**src/design/bertlv_pkg.sv**
```systemverilog
// Shared types and constants of the BER TLV primitive decoder.
// No dependencies; every other design file imports this package.
`timescale 1ns / 1ps

package bertlv_pkg;

    localparam int BYTE_W     = 8;
    localparam int BLEN_W     = 16;
    localparam int MODE_W     = 2;
    localparam int CODE_W     = 3;
    localparam int VAL_W      = 64;
    localparam int CFG_IDX_W  = 1;
    localparam int CFG_DATA_W = 8;

    // configuration register indexes
    localparam logic [CFG_IDX_W-1:0] CFG_EXPECTED_TAG = 1'd0;
    localparam logic [CFG_IDX_W-1:0] CFG_CONTENT_MODE = 1'd1;

    localparam logic [BYTE_W-1:0] TAG_RESET  = 8'd2;
    localparam logic [MODE_W-1:0] MODE_RESET = 2'd0;

    // content modes; any other code decodes as a counter
    localparam logic [MODE_W-1:0] MODE_INT = 2'd0;
    localparam logic [MODE_W-1:0] MODE_CNT = 2'd1;
    localparam logic [MODE_W-1:0] MODE_OID = 2'd2;

    localparam logic [BYTE_W-1:0] OID_PREFIX     = 8'h2b;
    localparam logic [VAL_W-1:0]  OID_SUB_FIRST  = 64'd1;
    localparam logic [VAL_W-1:0]  OID_SUB_SECOND = 64'd3;
    localparam logic [BYTE_W-1:0] SHORT_LEN_MAX  = 8'h7f;
    localparam logic [BLEN_W-1:0] BUFFER_MIN     = 16'd2;

    typedef enum logic [CODE_W-1:0] {
        ERR_NONE      = 3'd0,
        ERR_TOO_SMALL = 3'd1,
        ERR_TAG       = 3'd2,
        ERR_BUFFER    = 3'd3,
        ERR_LEN_FIELD = 3'd4,
        ERR_OID       = 3'd5
    } t_err;

    // a value record gives one result; an OID prefix record gives two (1, then 3)
    typedef enum logic {
        REC_VALUE,
        REC_OID_PREFIX
    } t_rec_kind;

    typedef struct packed {
        t_rec_kind        kind;
        t_err             code;
        logic [VAL_W-1:0] value;
        logic             last;
    } t_rec;

    typedef struct packed {
        logic full;
        logic empty;
    } t_qstat;

endpackage

```
**src/design/bertlv_in_if.sv**
```systemverilog
// Byte input channel of the BER TLV decoder: valid/ready plus the byte fields.
// Depends on bertlv_pkg for field widths.
`timescale 1ns / 1ps

interface bertlv_in_if import bertlv_pkg::*; ();
    logic              valid;
    logic              ready;
    logic [BYTE_W-1:0] data_byte;
    logic              first;
    logic [BLEN_W-1:0] buffer_len;

    modport source (output valid, output data_byte, output first, output buffer_len,
                    input ready);
    modport sink   (input valid, input data_byte, input first, input buffer_len,
                    output ready);
endinterface

```
**src/design/bertlv_out_if.sv**
```systemverilog
// Result channel of the BER TLV decoder: valid/ready plus the result fields.
// Depends on bertlv_pkg for field widths.
`timescale 1ns / 1ps

interface bertlv_out_if import bertlv_pkg::*; ();
    logic              valid;
    logic              ready;
    logic              is_error;
    logic [CODE_W-1:0] error_code;
    logic [VAL_W-1:0]  value;
    logic              last;

    modport source (output valid, output is_error, output error_code, output value,
                    output last, input ready);
    modport sink   (input valid, input is_error, input error_code, input value,
                    input last, output ready);
endinterface

```
**src/design/bertlv_front.sv**
```systemverilog
// Front end: parses tag, length and content bytes and builds result records.
// Depends on bertlv_pkg.
`timescale 1ns / 1ps

module bertlv_front import bertlv_pkg::*; #(
    parameter int LENGTH_BYTES_MAX = 2,
    parameter int LENGTH_WIDTH     = 16
) (
    input  logic              i_clk,
    input  logic              i_rst_n,
    input  logic              i_accept,
    input  logic [BYTE_W-1:0] i_data_byte,
    input  logic              i_first,
    input  logic [BLEN_W-1:0] i_buffer_len,
    input  logic [BYTE_W-1:0] i_expected_tag,
    input  logic [MODE_W-1:0] i_content_mode,
    output logic              o_push,
    output t_rec              o_rec
);

    localparam int LL_W  = $clog2(LENGTH_BYTES_MAX + 1);
    localparam int LW    = LENGTH_WIDTH;
    localparam int CMP_W = ((LW > BLEN_W) ? LW : BLEN_W) + 1;

    typedef enum logic [2:0] {
        PH_IDLE,
        PH_LEN0,
        PH_LENX,
        PH_DATA,
        PH_DONE
    } t_phase;

    t_phase            r_phase, n_phase;
    logic [LL_W-1:0]   r_len_left, n_len_left;
    logic [LW-1:0]     r_cleft, n_cleft;
    logic [LW-1:0]     r_ctotal, n_ctotal;
    logic [BLEN_W-1:0] r_blimit, n_blimit;
    logic [VAL_W-1:0]  r_acc, n_acc;
    logic              r_oid_seen, n_oid_seen;

    logic [LW+BYTE_W-1:0] w_len_shift;
    logic [LW-1:0]        w_total;
    logic                 w_len_done;
    logic [6:0]           w_nbytes;
    logic [LW-1:0]        w_cl_dec;
    logic                 w_data_last;
    logic [31:0]          w_int_acc;
    logic [31:0]          w_int_val;
    logic [31:0]          w_oid_acc;
    logic [VAL_W-1:0]     w_cnt_acc;

    assign w_len_shift = {r_acc[LW-1:0], i_data_byte};
    assign w_nbytes    = i_data_byte[6:0];
    assign w_cl_dec    = r_cleft - LW'(1);
    assign w_data_last = (w_cl_dec == '0);
    assign w_int_acc   = {r_acc[23:0], i_data_byte};
    assign w_oid_acc   = {r_acc[24:0], i_data_byte[6:0]};
    assign w_cnt_acc   = {r_acc[VAL_W-9:0], i_data_byte};

    // sign-extend short integers from the top bit of their length
    always_comb begin
        if (r_ctotal == LW'(1)) begin
            w_int_val = {{24{w_int_acc[7]}}, w_int_acc[7:0]};
        end else if (r_ctotal == LW'(2)) begin
            w_int_val = {{16{w_int_acc[15]}}, w_int_acc[15:0]};
        end else if (r_ctotal == LW'(3)) begin
            w_int_val = {{8{w_int_acc[23]}}, w_int_acc[23:0]};
        end else begin
            w_int_val = w_int_acc;
        end
    end

    always_comb begin
        n_phase    = r_phase;
        n_len_left = r_len_left;
        n_cleft    = r_cleft;
        n_ctotal   = r_ctotal;
        n_blimit   = r_blimit;
        n_acc      = r_acc;
        n_oid_seen = r_oid_seen;
        o_push     = 1'b0;
        o_rec      = '{kind: REC_VALUE, code: ERR_NONE, value: '0, last: 1'b1};
        w_total    = '0;
        w_len_done = 1'b0;

        if (i_accept) begin
            if (i_first) begin
                // a tag byte always restarts the parse
                n_blimit   = i_buffer_len;
                n_len_left = '0;
                n_cleft    = '0;
                n_ctotal   = '0;
                n_acc      = '0;
                n_oid_seen = 1'b0;
                if (i_buffer_len < BUFFER_MIN) begin
                    o_push     = 1'b1;
                    o_rec.code = ERR_TOO_SMALL;
                    n_phase    = PH_DONE;
                end else if (i_data_byte != i_expected_tag) begin
                    o_push     = 1'b1;
                    o_rec.code = ERR_TAG;
                    n_phase    = PH_DONE;
                end else begin
                    n_phase = PH_LEN0;
                end
            end else begin
                case (r_phase)
                    PH_LEN0: begin
                        if (i_data_byte <= SHORT_LEN_MAX) begin
                            w_total    = LW'(i_data_byte);
                            w_len_done = 1'b1;
                        end else if (w_nbytes > 7'(LENGTH_BYTES_MAX)) begin
                            o_push     = 1'b1;
                            o_rec.code = ERR_LEN_FIELD;
                            n_phase    = PH_DONE;
                        end else if (w_nbytes == '0) begin
                            w_len_done = 1'b1;
                        end else begin
                            n_len_left = LL_W'(w_nbytes);
                            n_acc      = '0;
                            n_phase    = PH_LENX;
                        end
                    end
                    PH_LENX: begin
                        n_acc      = VAL_W'(w_len_shift[LW-1:0]);
                        n_len_left = r_len_left - LL_W'(1);
                        if (r_len_left == LL_W'(1)) begin
                            w_total    = w_len_shift[LW-1:0];
                            w_len_done = 1'b1;
                        end
                    end
                    PH_DATA: begin
                        n_cleft = w_cl_dec;
                        if (i_content_mode == MODE_INT) begin
                            n_acc = VAL_W'(w_int_acc);
                            if (w_data_last) begin
                                o_push      = 1'b1;
                                o_rec.value = {{32{w_int_val[31]}}, w_int_val};
                                n_phase     = PH_DONE;
                            end
                        end else if (i_content_mode == MODE_OID) begin
                            if (!r_oid_seen) begin
                                o_push = 1'b1;
                                if (i_data_byte != OID_PREFIX) begin
                                    o_rec.code = ERR_OID;
                                    n_phase    = PH_DONE;
                                end else begin
                                    n_oid_seen = 1'b1;
                                    n_acc      = '0;
                                    o_rec.kind = REC_OID_PREFIX;
                                    o_rec.last = w_data_last;
                                    if (w_data_last) begin
                                        n_phase = PH_DONE;
                                    end
                                end
                            end else if (!i_data_byte[7] || w_data_last) begin
                                // sub-identifier ends, or content runs out mid-way
                                o_push      = 1'b1;
                                o_rec.value = VAL_W'(w_oid_acc);
                                o_rec.last  = w_data_last;
                                n_acc       = '0;
                                if (w_data_last) begin
                                    n_phase = PH_DONE;
                                end
                            end else begin
                                n_acc = VAL_W'(w_oid_acc);
                            end
                        end else begin
                            n_acc = w_cnt_acc;
                            if (w_data_last) begin
                                o_push      = 1'b1;
                                o_rec.value = w_cnt_acc;
                                n_phase     = PH_DONE;
                            end
                        end
                    end
                    default: begin
                        // idle or finished: drop stray bytes
                    end
                endcase

                // length known: check it against the buffer and open the content
                if (w_len_done) begin
                    n_ctotal = w_total;
                    if (CMP_W'(w_total) + CMP_W'(2) > CMP_W'(r_blimit)) begin
                        o_push     = 1'b1;
                        o_rec.code = ERR_BUFFER;
                        n_phase    = PH_DONE;
                    end else begin
                        n_cleft    = w_total;
                        n_acc      = '0;
                        n_oid_seen = 1'b0;
                        if (w_total == '0) begin
                            o_push = 1'b1;
                            if (i_content_mode == MODE_OID) begin
                                o_rec.code = ERR_OID;
                            end
                            n_phase = PH_DONE;
                        end else begin
                            n_phase = PH_DATA;
                        end
                    end
                end
            end
        end
    end

    always_ff @(posedge i_clk) begin
        if (!i_rst_n) begin
            r_phase    <= PH_IDLE;
            r_len_left <= '0;
            r_cleft    <= '0;
            r_ctotal   <= '0;
            r_blimit   <= '0;
            r_acc      <= '0;
            r_oid_seen <= 1'b0;
        end else begin
            r_phase    <= n_phase;
            r_len_left <= n_len_left;
            r_cleft    <= n_cleft;
            r_ctotal   <= n_ctotal;
            r_blimit   <= n_blimit;
            r_acc      <= n_acc;
            r_oid_seen <= n_oid_seen;
        end
    end

`ifndef SYNTH
    a_small_buffer: assert property (@(posedge i_clk) disable iff (!i_rst_n)
        (i_accept && i_first && i_buffer_len < BUFFER_MIN)
            |-> (o_push && o_rec.code == ERR_TOO_SMALL))
        else $error("small buffer not reported");
`endif

endmodule

```
**src/design/bertlv_queue.sv**
```systemverilog
// Short record queue between the parsing front end and the result back end.
// Depends on bertlv_pkg.
`timescale 1ns / 1ps

module bertlv_queue import bertlv_pkg::*; #(
    parameter int DEPTH = 4
) (
    input  logic   i_clk,
    input  logic   i_rst_n,
    input  logic   i_push,
    input  t_rec   i_rec,
    input  logic   i_pop,
    output t_rec   o_rec,
    output t_qstat o_stat
);

    localparam int PTR_W = (DEPTH > 1) ? $clog2(DEPTH) : 1;
    localparam int CNT_W = $clog2(DEPTH + 1);

    t_rec             r_mem [DEPTH];
    logic [PTR_W-1:0] r_wr_ptr, r_rd_ptr;
    logic [CNT_W-1:0] r_count;
    logic             w_do_push, w_do_pop;

    assign o_stat.full  = (r_count == CNT_W'(DEPTH));
    assign o_stat.empty = (r_count == '0);
    assign o_rec        = r_mem[r_rd_ptr];
    assign w_do_push    = i_push && !o_stat.full;
    assign w_do_pop     = i_pop && !o_stat.empty;

    always_ff @(posedge i_clk) begin
        if (w_do_push) begin
            r_mem[r_wr_ptr] <= i_rec;
        end
    end

    always_ff @(posedge i_clk) begin
        if (!i_rst_n) begin
            r_wr_ptr <= '0;
            r_rd_ptr <= '0;
            r_count  <= '0;
        end else begin
            if (w_do_push) begin
                r_wr_ptr <= (r_wr_ptr == PTR_W'(DEPTH - 1)) ? '0 : r_wr_ptr + PTR_W'(1);
            end
            if (w_do_pop) begin
                r_rd_ptr <= (r_rd_ptr == PTR_W'(DEPTH - 1)) ? '0 : r_rd_ptr + PTR_W'(1);
            end
            case ({w_do_push, w_do_pop})
                2'b10:   r_count <= r_count + CNT_W'(1);
                2'b01:   r_count <= r_count - CNT_W'(1);
                default: r_count <= r_count;
            endcase
        end
    end

`ifndef SYNTH
    a_no_overflow: assert property (@(posedge i_clk) disable iff (!i_rst_n)
        i_push |-> !o_stat.full)
        else $error("record pushed into a full queue");
    a_count_range: assert property (@(posedge i_clk) disable iff (!i_rst_n)
        r_count <= CNT_W'(DEPTH))
        else $error("queue count out of range");
`endif

endmodule

```
**src/design/bertlv_back.sv**
```systemverilog
// Back end: expands queued records into results and holds the output register.
// Depends on bertlv_pkg and bertlv_out_if.
`timescale 1ns / 1ps

module bertlv_back import bertlv_pkg::*; (
    input  logic          i_clk,
    input  logic          i_rst_n,
    input  t_qstat        i_stat,
    input  t_rec          i_rec,
    output logic          o_pop,
    bertlv_out_if.source  o_out
);

    logic              r_valid;
    logic              r_is_error;
    logic [CODE_W-1:0] r_code;
    logic [VAL_W-1:0]  r_value;
    logic              r_last;
    logic              r_pend;
    logic              r_pend_last;
    logic              w_take;

    // output register is free when empty or being taken this cycle
    assign w_take = !r_valid || o_out.ready;
    assign o_pop  = w_take && !r_pend && !i_stat.empty;

    assign o_out.valid      = r_valid;
    assign o_out.is_error   = r_is_error;
    assign o_out.error_code = r_code;
    assign o_out.value      = r_value;
    assign o_out.last       = r_last;

    always_ff @(posedge i_clk) begin
        if (!i_rst_n) begin
            r_valid     <= 1'b0;
            r_pend      <= 1'b0;
            r_pend_last <= 1'b0;
        end else if (w_take) begin
            if (r_pend) begin
                // second half of an OID prefix
                r_valid    <= 1'b1;
                r_is_error <= 1'b0;
                r_code     <= ERR_NONE;
                r_value    <= OID_SUB_SECOND;
                r_last     <= r_pend_last;
                r_pend     <= 1'b0;
            end else if (!i_stat.empty) begin
                r_valid <= 1'b1;
                if (i_rec.kind == REC_OID_PREFIX) begin
                    r_is_error  <= 1'b0;
                    r_code      <= ERR_NONE;
                    r_value     <= OID_SUB_FIRST;
                    r_last      <= 1'b0;
                    r_pend      <= 1'b1;
                    r_pend_last <= i_rec.last;
                end else begin
                    r_is_error <= (i_rec.code != ERR_NONE);
                    r_code     <= i_rec.code;
                    r_value    <= i_rec.value;
                    r_last     <= i_rec.last;
                end
            end else begin
                r_valid <= 1'b0;
            end
        end
    end

`ifndef SYNTH
    a_pend_has_first: assert property (@(posedge i_clk) disable iff (!i_rst_n)
        r_pend |-> (r_valid && r_value == OID_SUB_FIRST && !r_last))
        else $error("pending OID half without its first result");
`endif

endmodule

```
**src/design/ber_tlv_primitive_decoder.sv**
```systemverilog
// Top level of the BER TLV primitive decoder: configuration registers and wiring.
// Depends on bertlv_pkg, bertlv_in_if, bertlv_out_if, bertlv_front, bertlv_queue, bertlv_back.
`timescale 1ns / 1ps

// Usage
//   i_in carries one byte of a BER TLV per item; first marks the tag byte and
//   buffer_len is sampled with it. o_out carries results: a decoded integer,
//   counter or OID sub-identifier, or an error report; last ends each TLV.
//   Write expected_tag (index 0) and content_mode (index 1) through i_cfg_*
//   only while the block is idle.
// Timing
//   One byte is accepted per cycle while the queue is not full. The front
//   end parses each byte in the cycle it is accepted and pushes at most one
//   record into a QUEUE_DEPTH-entry queue at that edge; the back end moves one
//   result per cycle into the output register while o_out is not stalled, and
//   a result shows on o_out once it is in that register. An OID prefix record
//   expands into two results, the second loaded after the first is taken.
// Stalls
//   When o_out is stalled the output register holds its result and the queue
//   fills; i_in.ready drops only when the queue is full.
// Reset
//   Synchronous, active low: the parser goes idle, the queue and output
//   register empty, expected_tag returns to 2 and content_mode to 0.

module ber_tlv_primitive_decoder import bertlv_pkg::*; #(
    parameter int LENGTH_BYTES_MAX = 2,
    parameter int LENGTH_WIDTH     = 16,
    parameter int QUEUE_DEPTH      = 4
) (
    input  logic                  i_clk,
    input  logic                  i_rst_n,
    bertlv_in_if.sink             i_in,
    bertlv_out_if.source          o_out,
    input  logic                  i_cfg_we,
    input  logic [CFG_IDX_W-1:0]  i_cfg_idx,
    input  logic [CFG_DATA_W-1:0] i_cfg_data
);

    logic [BYTE_W-1:0] r_expected_tag;
    logic [MODE_W-1:0] r_content_mode;

    t_qstat w_qstat;
    t_rec   w_push_rec;
    t_rec   w_head_rec;
    logic   w_push;
    logic   w_pop;
    logic   w_accept;

    // take a byte whenever the queue can absorb its record
    assign i_in.ready = !w_qstat.full;
    assign w_accept   = i_in.valid && i_in.ready;

    always_ff @(posedge i_clk) begin
        if (!i_rst_n) begin
            r_expected_tag <= TAG_RESET;
            r_content_mode <= MODE_RESET;
        end else if (i_cfg_we) begin
            case (i_cfg_idx)
                CFG_EXPECTED_TAG: r_expected_tag <= i_cfg_data;
                CFG_CONTENT_MODE: r_content_mode <= i_cfg_data[MODE_W-1:0];
                default:          r_expected_tag <= r_expected_tag;
            endcase
        end
    end

    bertlv_front #(
        .LENGTH_BYTES_MAX (LENGTH_BYTES_MAX),
        .LENGTH_WIDTH     (LENGTH_WIDTH)
    ) u_front (
        .i_clk          (i_clk),
        .i_rst_n        (i_rst_n),
        .i_accept       (w_accept),
        .i_data_byte    (i_in.data_byte),
        .i_first        (i_in.first),
        .i_buffer_len   (i_in.buffer_len),
        .i_expected_tag (r_expected_tag),
        .i_content_mode (r_content_mode),
        .o_push         (w_push),
        .o_rec          (w_push_rec)
    );

    bertlv_queue #(
        .DEPTH (QUEUE_DEPTH)
    ) u_queue (
        .i_clk   (i_clk),
        .i_rst_n (i_rst_n),
        .i_push  (w_push),
        .i_rec   (w_push_rec),
        .i_pop   (w_pop),
        .o_rec   (w_head_rec),
        .o_stat  (w_qstat)
    );

    bertlv_back u_back (
        .i_clk   (i_clk),
        .i_rst_n (i_rst_n),
        .i_stat  (w_qstat),
        .i_rec   (w_head_rec),
        .o_pop   (w_pop),
        .o_out   (o_out)
    );

endmodule

```
**src/flat_wrapper.sv**
```systemverilog
// flat-port wrapper written by rule: the top's interface ports become plain ports
module ber_tlv_primitive_decoder_flat import bertlv_pkg::*;
#(
    parameter int LENGTH_BYTES_MAX = 2,
    parameter int LENGTH_WIDTH     = 16,
    parameter int QUEUE_DEPTH      = 4
)
  (i_clk, i_rst_n, i_cfg_we, i_cfg_idx, i_cfg_data, i_in_valid, i_in_data_byte, i_in_first, i_in_buffer_len, i_in_ready, o_out_valid, o_out_is_error, o_out_error_code, o_out_value, o_out_last, o_out_ready);
  bertlv_in_if i_in_i ();
  bertlv_out_if o_out_i ();
  input  logic i_clk;
  input  logic i_rst_n;
  input  logic i_cfg_we;
  input  logic [CFG_IDX_W-1:0] i_cfg_idx;
  input  logic [CFG_DATA_W-1:0] i_cfg_data;
  input wire logic [$bits(i_in_i.valid)-1:0] i_in_valid;
  input wire logic [$bits(i_in_i.data_byte)-1:0] i_in_data_byte;
  input wire logic [$bits(i_in_i.first)-1:0] i_in_first;
  input wire logic [$bits(i_in_i.buffer_len)-1:0] i_in_buffer_len;
  output wire logic [$bits(i_in_i.ready)-1:0] i_in_ready;
  output wire logic [$bits(o_out_i.valid)-1:0] o_out_valid;
  output wire logic [$bits(o_out_i.is_error)-1:0] o_out_is_error;
  output wire logic [$bits(o_out_i.error_code)-1:0] o_out_error_code;
  output wire logic [$bits(o_out_i.value)-1:0] o_out_value;
  output wire logic [$bits(o_out_i.last)-1:0] o_out_last;
  input wire logic [$bits(o_out_i.ready)-1:0] o_out_ready;
  assign i_in_i.valid = i_in_valid;
  assign i_in_i.data_byte = i_in_data_byte;
  assign i_in_i.first = i_in_first;
  assign i_in_i.buffer_len = i_in_buffer_len;
  assign i_in_ready = i_in_i.ready;
  assign o_out_valid = o_out_i.valid;
  assign o_out_is_error = o_out_i.is_error;
  assign o_out_error_code = o_out_i.error_code;
  assign o_out_value = o_out_i.value;
  assign o_out_last = o_out_i.last;
  assign o_out_i.ready = o_out_ready;
  ber_tlv_primitive_decoder #(.LENGTH_BYTES_MAX(LENGTH_BYTES_MAX), .LENGTH_WIDTH(LENGTH_WIDTH), .QUEUE_DEPTH(QUEUE_DEPTH)) u_core (.i_clk(i_clk), .i_rst_n(i_rst_n), .i_in(i_in_i), .o_out(o_out_i), .i_cfg_we(i_cfg_we), .i_cfg_idx(i_cfg_idx), .i_cfg_data(i_cfg_data));
endmodule
```
**config.mk**
```make
export PLATFORM = sky130hd
export DESIGN_NAME = ber_tlv_primitive_decoder_flat
export DESIGN_NICKNAME = d
export VERILOG_FILES = /design/src/design/bertlv_pkg.sv /design/src/design/bertlv_in_if.sv /design/src/design/bertlv_out_if.sv /design/src/design/bertlv_front.sv /design/src/design/bertlv_queue.sv /design/src/design/bertlv_back.sv /design/src/design/ber_tlv_primitive_decoder.sv /design/src/flat_wrapper.sv
export SDC_FILE = /design/constraint.sdc
export NUM_CORES = 1
export LEC_CHECK = 0
export BUFFER_PORTS_ARGS = -buffer_cell sky130_fd_sc_hd__buf_2
export CAP_MARGIN = 10
export CORE_UTILIZATION = 38
export DETAILED_ROUTE_END_ITERATION = 8
export PLACE_DENSITY = 0.62
export SLEW_MARGIN = 20
export SYNTH_ARGS = -nofsm -noshare
export SYNTH_HDL_FRONTEND = slang
export SYNTH_SLANG_ARGS = --single-unit
```
**constraint.sdc**
```tcl
create_clock -name i_clk -period 6.35 [get_ports i_clk]
set_input_delay 0.9525 -clock i_clk [delete_from_list [all_inputs] [get_ports i_clk]]
set_output_delay 0.9525 -clock i_clk [all_outputs]
set_load 0.01 [all_outputs]
```
==> flow_summary_export.csv, run 1 <==
group,metric,value,unit
drt,ant_nets,0,
synthesis,ys_async_sr_fraction,0,
die,initial_core_util,0.386,
clock_network,cts_buffers,51,
critical_path,arrival,6.16,ns
synthesis,synthFlopType,"edfxtp_1",
power,vdd_ir_drop_max,0.213,mV
clock_network,cts_root_buf,"clkbuf_16",
global_route,grt_max_degree,62,
placement,port_buffers,109,
clock_network,cts_resized,0,
synthesis,synth_compound_area_frac,0.131,
critical_path,crit_path_start_kind,"register",
synthesis,yosys.cell_types.count,93,
power,switching_share,0.268,
global_route,antenna_found_initial,0,
critical_path,path_class,"reg2reg",
timing,worst_slew_pin_slew,0.961,ns
synthesis,synth_area,0.0213,mm2
synthesis,synth_edf_count,345,
drt,wl,51.5,mm
synthesis,yosysTopAreaCellShare,0.485,
global_route,grt_pass1_wl,81.0,mm
clock_network,cts_tree,"done",
critical_path,r2r_slack,0.72,ns
clock_network,clk_pin_slew_worst_paths,0.06,ns
placement,dp_hpwl,33.4,mm
synthesis,yosys-top-cells-count,"345 x edfxtp_1, 132 x dfxtp_1, 129 x nand2_1",
timing,final.min_clock_period,5.63,ns
global_route,grt_overflow,0,
job,maxCapViolations,0,
clock_network,ctsHoldBuffers,0,
synthesis,yosysMostFrequentCell,"edfxtp_1",
die,core_area,0.0553,mm2
global_route,grt_usage,0.182,
synthesis,synth_nets,1738,
timing,fin_skew,0.0167,ns
global_route,grt_pass1_vias,13901,
drt,drtPass1Iterations,5,
die,die_x,239,um
layout,antenna_cells,0,
synthesis,yosysWarnings,0,
timing,setup_viol,0,
synthesis,synth_area_leaders,"edfxtp_1 49%, dfxtp_1 12%, mux4_2 7.3%, a21oi_1 2.5%, nand2_1 2.3%",
timing,slew_headroom,0.357,
clock_network,cts_buffer_depth,3,
timing,period_share,0.886,
synthesis,synth_simple_gate_area_frac,0.124,
power,pwr-share-comb,0.175,
status,status,"finished, final reports clean",
power,total_power,8.21,mW
synthesis,synth_xor_area_frac,0.00944,
timing,hold_viol,0,
synthesis,synthCells,1672,
synthesis,synth_top_family_by_area,"compound AO/OA/AOI/OAI gates",
synthesis,ys_seq_area_frac,0.609,
timing,rsz0062_at_grt,"no",
synthesis,synth.area.mux_share,0.0775,
die,num_rows,86,
clock_network,h-tree-depth,2,
die,ios,110,
synthesis,synth.avg_cell_area,12.8,um2
critical_path,cp_max_fo,15,
power,seqPwrFrac,0.466,
die,die-area,0.0571,mm2
synthesis,yosysTopAreaCell,"edfxtp_1",
power,powerDensity,338,mW/mm2
clock_network,cts_setup_buffers,0,
critical_path,endpoint_kind,"register",
timing,fmax,178,MHz
layout,nets,1812,
clock_network,clkLatencyLatePin,0.61,ns
layout,drive_above_1_share,0.190,
worst_hold_path,min_path_type,"reg2reg",
clock_network,clock-sinks,477,
synthesis,yosys_register_bits,477,
power,p_int,6.01,mW
power,leakage,7.87,nW
die,die_h,239,um
drt,vias,14219,
drt,vias_per_cell,5.61,
timing,final.setup.tns,0,ns
power,switching_power,2.20,mW
drt,first_iter_violations,1170,
power,clkPwrFrac,0.359,
layout,syn_to_final_growth,13.9,%
placement,globalplace.congestion,0.898,
critical_path,required,6.88,ns
timing,drv_slew,0,
drt,avgRoutedWirePerCell,20.3,um
drt,drcViolationCount,0,
synthesis,synth-adder-area-share,0.0162,
## worst max-delay path, cell delays in order (launching register included)
cell,delay [ns]
dfxtp_1,0.64
nor4b_4,0.39
or2_0,0.34
and2_1,0.23
ha_1,0.22
nand2_1,0.13
nor3_1,0.28
nand3_1,0.13
xor2_1,0.17
nor2_1,0.06
ha_1,0.29
nand4_1,0.15
nor3_1,0.17
a211oi_1,0.11
a31o_2,0.32
a21oi_1,0.24
o31a_1,0.28
inv_1,0.10
ha_1,0.25
fa_1,0.45
xnor2_1,0.14
or3_1,0.30
a21oi_1,0.15
## power groups by stage
stage,registers (mW),clock network [mW],logic (mW)
global route,3.86,3.13,1.59
global placement,3.89,0,1.46
finish,3.83,2.95,1.44
floorplan,3.93,0,0.956
CTS,3.84,3.01,1.48
detailed placement,3.90,0,1.48
## final timing paths
path | startpoint | to | depth (start not counted)
min | u_core.u_front.r_blimit[10] | u_core.u_front.r_blimit[10] | 2
max reg2reg | u_core.u_front.r_phase[0] | u_core.u_queue.r_count[2] | 22
max | u_core.u_front.r_phase[0] | u_core.u_queue.r_count[2] | 22
min reg2reg | u_core.u_front.r_blimit[10] | u_core.u_front.r_blimit[10] | 2
## registers in the layout, summed over array words and instances, names as in the netlist, 3 cells and up, named ones only
register	cells
u_core.u_front.r_ctotal	16
u_core.u_back.o_out.value	64
u_core.u_front.r_acc	56
u_core.u_queue.r_count	3
u_core.u_front.r_phase	3
u_core.u_front.r_blimit	16
u_core.u_queue.r_mem	276
u_core.u_front.r_cleft	16
u_core.u_back.o_out.error_code	3
u_core.r_expected_tag	8
## cell type report
type / instances / area [um2]
Fill cell: 5065 / 31000
Clock inverter: 26 / 256
Timing Repair Buffer: 153 / 876
Multi-Input combinational cell: 1030 / 7690
Sequential cell: 477 / 13000
Tap cell: 748 / 936
Clock buffer: 69 / 1420
Inverter: 33 / 124
## per-stage QoR
stage          instance area, um2  hold slack (ns)  setup slack [ns]  cells   util
2_1_floorplan               21400            0.432             0.698   1672      -
3_3_place_gp                22600            0.444             0.523   2441  0.409
3_5_place_dp                22600            0.447             0.410   2441  0.409
4_1_cts                     24300            0.454             0.798   2536  0.439
5_1_grt                     24300            0.460             0.326   2536  0.440
6_report                    24300            0.453             0.722   2536  0.440
## placed cells by master (no fill, tap or decap), drive strengths merged, types with 22 or more instances in the layout
cell type    n
nand2      129
buf        153
o2bb2ai     22
nor2b       70
a21oi      109
nand3       36
nor3        41
o21ai       62
clkbuf      69
nor2       108
ha          26
inv         36
edfxtp     345
nand4       28
mux4        69
a22o        32
dfxtp      132
nor4        25
## per-layer routing
layer,up-vias,GRT usage,wire (um)
met4,0,0.0600,1270
met5,-,0,0
met2,515,0.294,24700
met3,84,0.0339,3200
li1,6573,-,-
met1,7047,0.246,22400
## cells by family after synthesis
| group | count (synthesis) |
|---|---|
| and+or+nand+nor | 505 |
| DFF | 477 |
| AOI/OAI and AO/OA | 396 |
| buffers and inverters | 165 |
| muxes | 79 |
| adders and majority gates | 27 |
| xor gates and xnor gates | 23 |
(Power assumes the default switching activity.)
==> run 2: changes to the inputs <==
- CORE_UTILIZATION: 38 -> 30
- PLACE_DENSITY: 0.62 -> 0.52
==> run 2 against run 1 <==
Sequential power about the same. Design area up 2.0%. Non-clock buffer count down 3. First-iteration DRC count up 11%. Clock skew up 0.026 ns. Combinational power about the same. Clock power up 11%. Fmax up 5.1%. Largest cell class unchanged. Largest power group unchanged. Clock-buffer cell count up 2.
==> flow_summary_export.csv, run 2 (synthesized netlist as in run 1, its figures left out) <==
group,metric,value,unit
timing,hold_viol,0,
critical_path,slowest_delay,0.52,ns
critical_path,required,6.89,ns
placement,dp_hpwl,35.2,mm
layout,drive_above_1_share,0.194,
clock_network,cts_buffers,53,
placement,port_buffers,109,
critical_path,crit_cells,23,
clock_network,cts_resized,0,
clock_network,h-tree-depth,2,
layout,largest_reg_flops,276,
worst_hold_path,min_path_type,"reg2reg",
timing,final.setup.tns,0,ns
die,num_rows,97,
drt,vias,14131,
global_route,grt_usage,0.152,
power,vdd_ir_drop_max,0.185,mV
global_route,grt_pass1_vias,14189,
layout,nets,1811,
clock_network,ctsHoldBuffers,0,
timing,setup_viol,0,
power,seqPwrFrac,0.448,
timing,period_share,0.844,
critical_path,path_common_cell,"ha_1",
power,switching_power,2.24,mW
timing,slew_headroom,0.234,
critical_path,crit_path_start_kind,"register",
drt,ant_nets,0,
drt,first_iter_violations,1294,
timing,drv_slew,0,
job,maxCapViolations,0,
clock_network,cts_root_buf,"clkbuf_16",
layout,antenna_cells,0,
timing,fmax,187,MHz
critical_path,cp_cell_sequence,"nor4b_4, or2_0, nand2_1, inv_1, ha_1, nand2_1, nor3_1, nand3_1, xor2_1, nor2_1, ha_1, nand4_1, or4_1, o21ai_0, a31o_2, a21oi_1, o31a_1, inv_1, ha_1, fa_1, xnor2_1, or3_1, a21oi_1",
global_route,grt_pass1_wl,85.0,mm
die,ios,110,
power,powerDensity,345,mW/mm2
critical_path,reg2reg_depth,23,
timing,hold_slack,0.454,ns
drt,drtPass1Iterations,5,
placement,dp_cells,2630,
worst_hold_path,hold_path_depth,2,
drt,drcViolationCount,0,
clock_network,clock-sinks,477,
clock_network,clkLatencyLatePin,0.62,ns
clock_network,cts_setup_buffers,0,
global_route,grt_max_degree,70,
critical_path,cpMaxStageDelayCell,"or4_1",
clock_network,clk_pin_slew_worst_paths,0.06,ns
clock_network,cts_buffer_depth,3,
power,clkPwrFrac,0.381,
timing,rsz0062_at_grt,"no",
drt,vias_per_cell,5.18,
global_route,antenna_found_initial,1,
power,total_power,8.56,mW
drt,avgRoutedWirePerCell,20.0,um
clock_network,cts_tree,"done",
die,die-area,0.0722,mm2
layout,layout_commonest_cell,"edfxtp_1",
critical_path,arrival,5.90,ns
placement,globalplace.congestion,0.841,
global_route,grt_overflow,0,
timing,final.min_clock_period,5.36,ns
timing,worst_slew_pin_slew,1.15,ns
power,p_int,6.31,mW
layout,stdcell_count,2728,
power,pwr-share-comb,0.172,
layout,final_cell_mix,"345 x edfxtp_1, 130 x dfxtp_1, 129 x nand2_1",
drt,wl,54.5,mm
layout,syn_to_final_growth,16.2,%
critical_path,crit_buf_inv,2,
die,initial_core_util,0.304,
status,status,"finished, final reports clean",
power,leakage,8.00,nW
critical_path,endpoint_kind,"register",
critical_path,cp_max_fo,12,
power,switching_share,0.262,
die,core_area,0.0703,mm2
die,die_x,269,um
critical_path,path_class,"reg2reg",
die,die_h,269,um
critical_path,critPathTopFamily,"simple AND/OR/NAND/NOR gates",
timing,fin_skew,0.0425,ns
layout,utilization,0.353,
layout,top_register,"u_core.u_queue.r_mem",
-- run 2: power by group through the flow --
stage | Clock [mW] | Sequential [mW] | Combinational [mW]
floorplan | 0 | 3.93 | 0.956
global placement | 0 | 3.90 | 1.49
detailed placement | 0 | 3.91 | 1.51
CTS | 3.34 | 3.84 | 1.51
global route | 3.45 | 3.87 | 1.62
finish | 3.26 | 3.83 | 1.47
-- run 2: routing by layer --
layer / vias up / share of wire / global-route usage / wire [um]
li1: 6583 / - / - / -
met1: 7044 / 0.44 / 0.203 / 24100
met2: 401 / 0.48 / 0.251 / 26200
met3: 101 / 0.053 / 0.0230 / 2920
met4: 2 / 0.025 / 0.0488 / 1380
met5: - / 0.00018 / 0 / 10
-- run 2: area by class of cell --
class,instances,area [um2]
clock inverter,27,400
timing repair buffer,150,916
multi-input combinational,1030,7700
tap,940,1180
clock buffer,71,1470
sequential,477,13000
inverter,33,124
fill,6866,45500
-- run 2: metrics by stage --
stage | cell area, um2 | setup WS [ns]
after global placement | 22900 | 0.582
after global routing | 24800 | 0.570
after CTS | 24800 | 1.02
final | 24800 | 0.993
after floorplan | 21400 | 0.698
after detailed placement | 22900 | 0.496
-- run 2: path summary, 6_finish.rpt --
path / startpoint / to / slack, ns
worst max-delay path: u_core.u_front.r_phase[2] / u_core.u_queue.r_count[2] / 0.99
worst max register to register: u_core.u_front.r_phase[2] / u_core.u_queue.r_count[2] / 0.99
worst min-delay path: u_core.u_front.r_len_left[1] / u_core.u_front.r_len_left[1] / 0.45
worst min register to register: u_core.u_front.r_len_left[1] / u_core.u_front.r_len_left[1] / 0.45
-- run 2: worst min-delay path: stages, from the launching register on --
cell	delay [ns]
dfxtp_1	0.30
nand2_1	0.05
a21oi_1	0.05
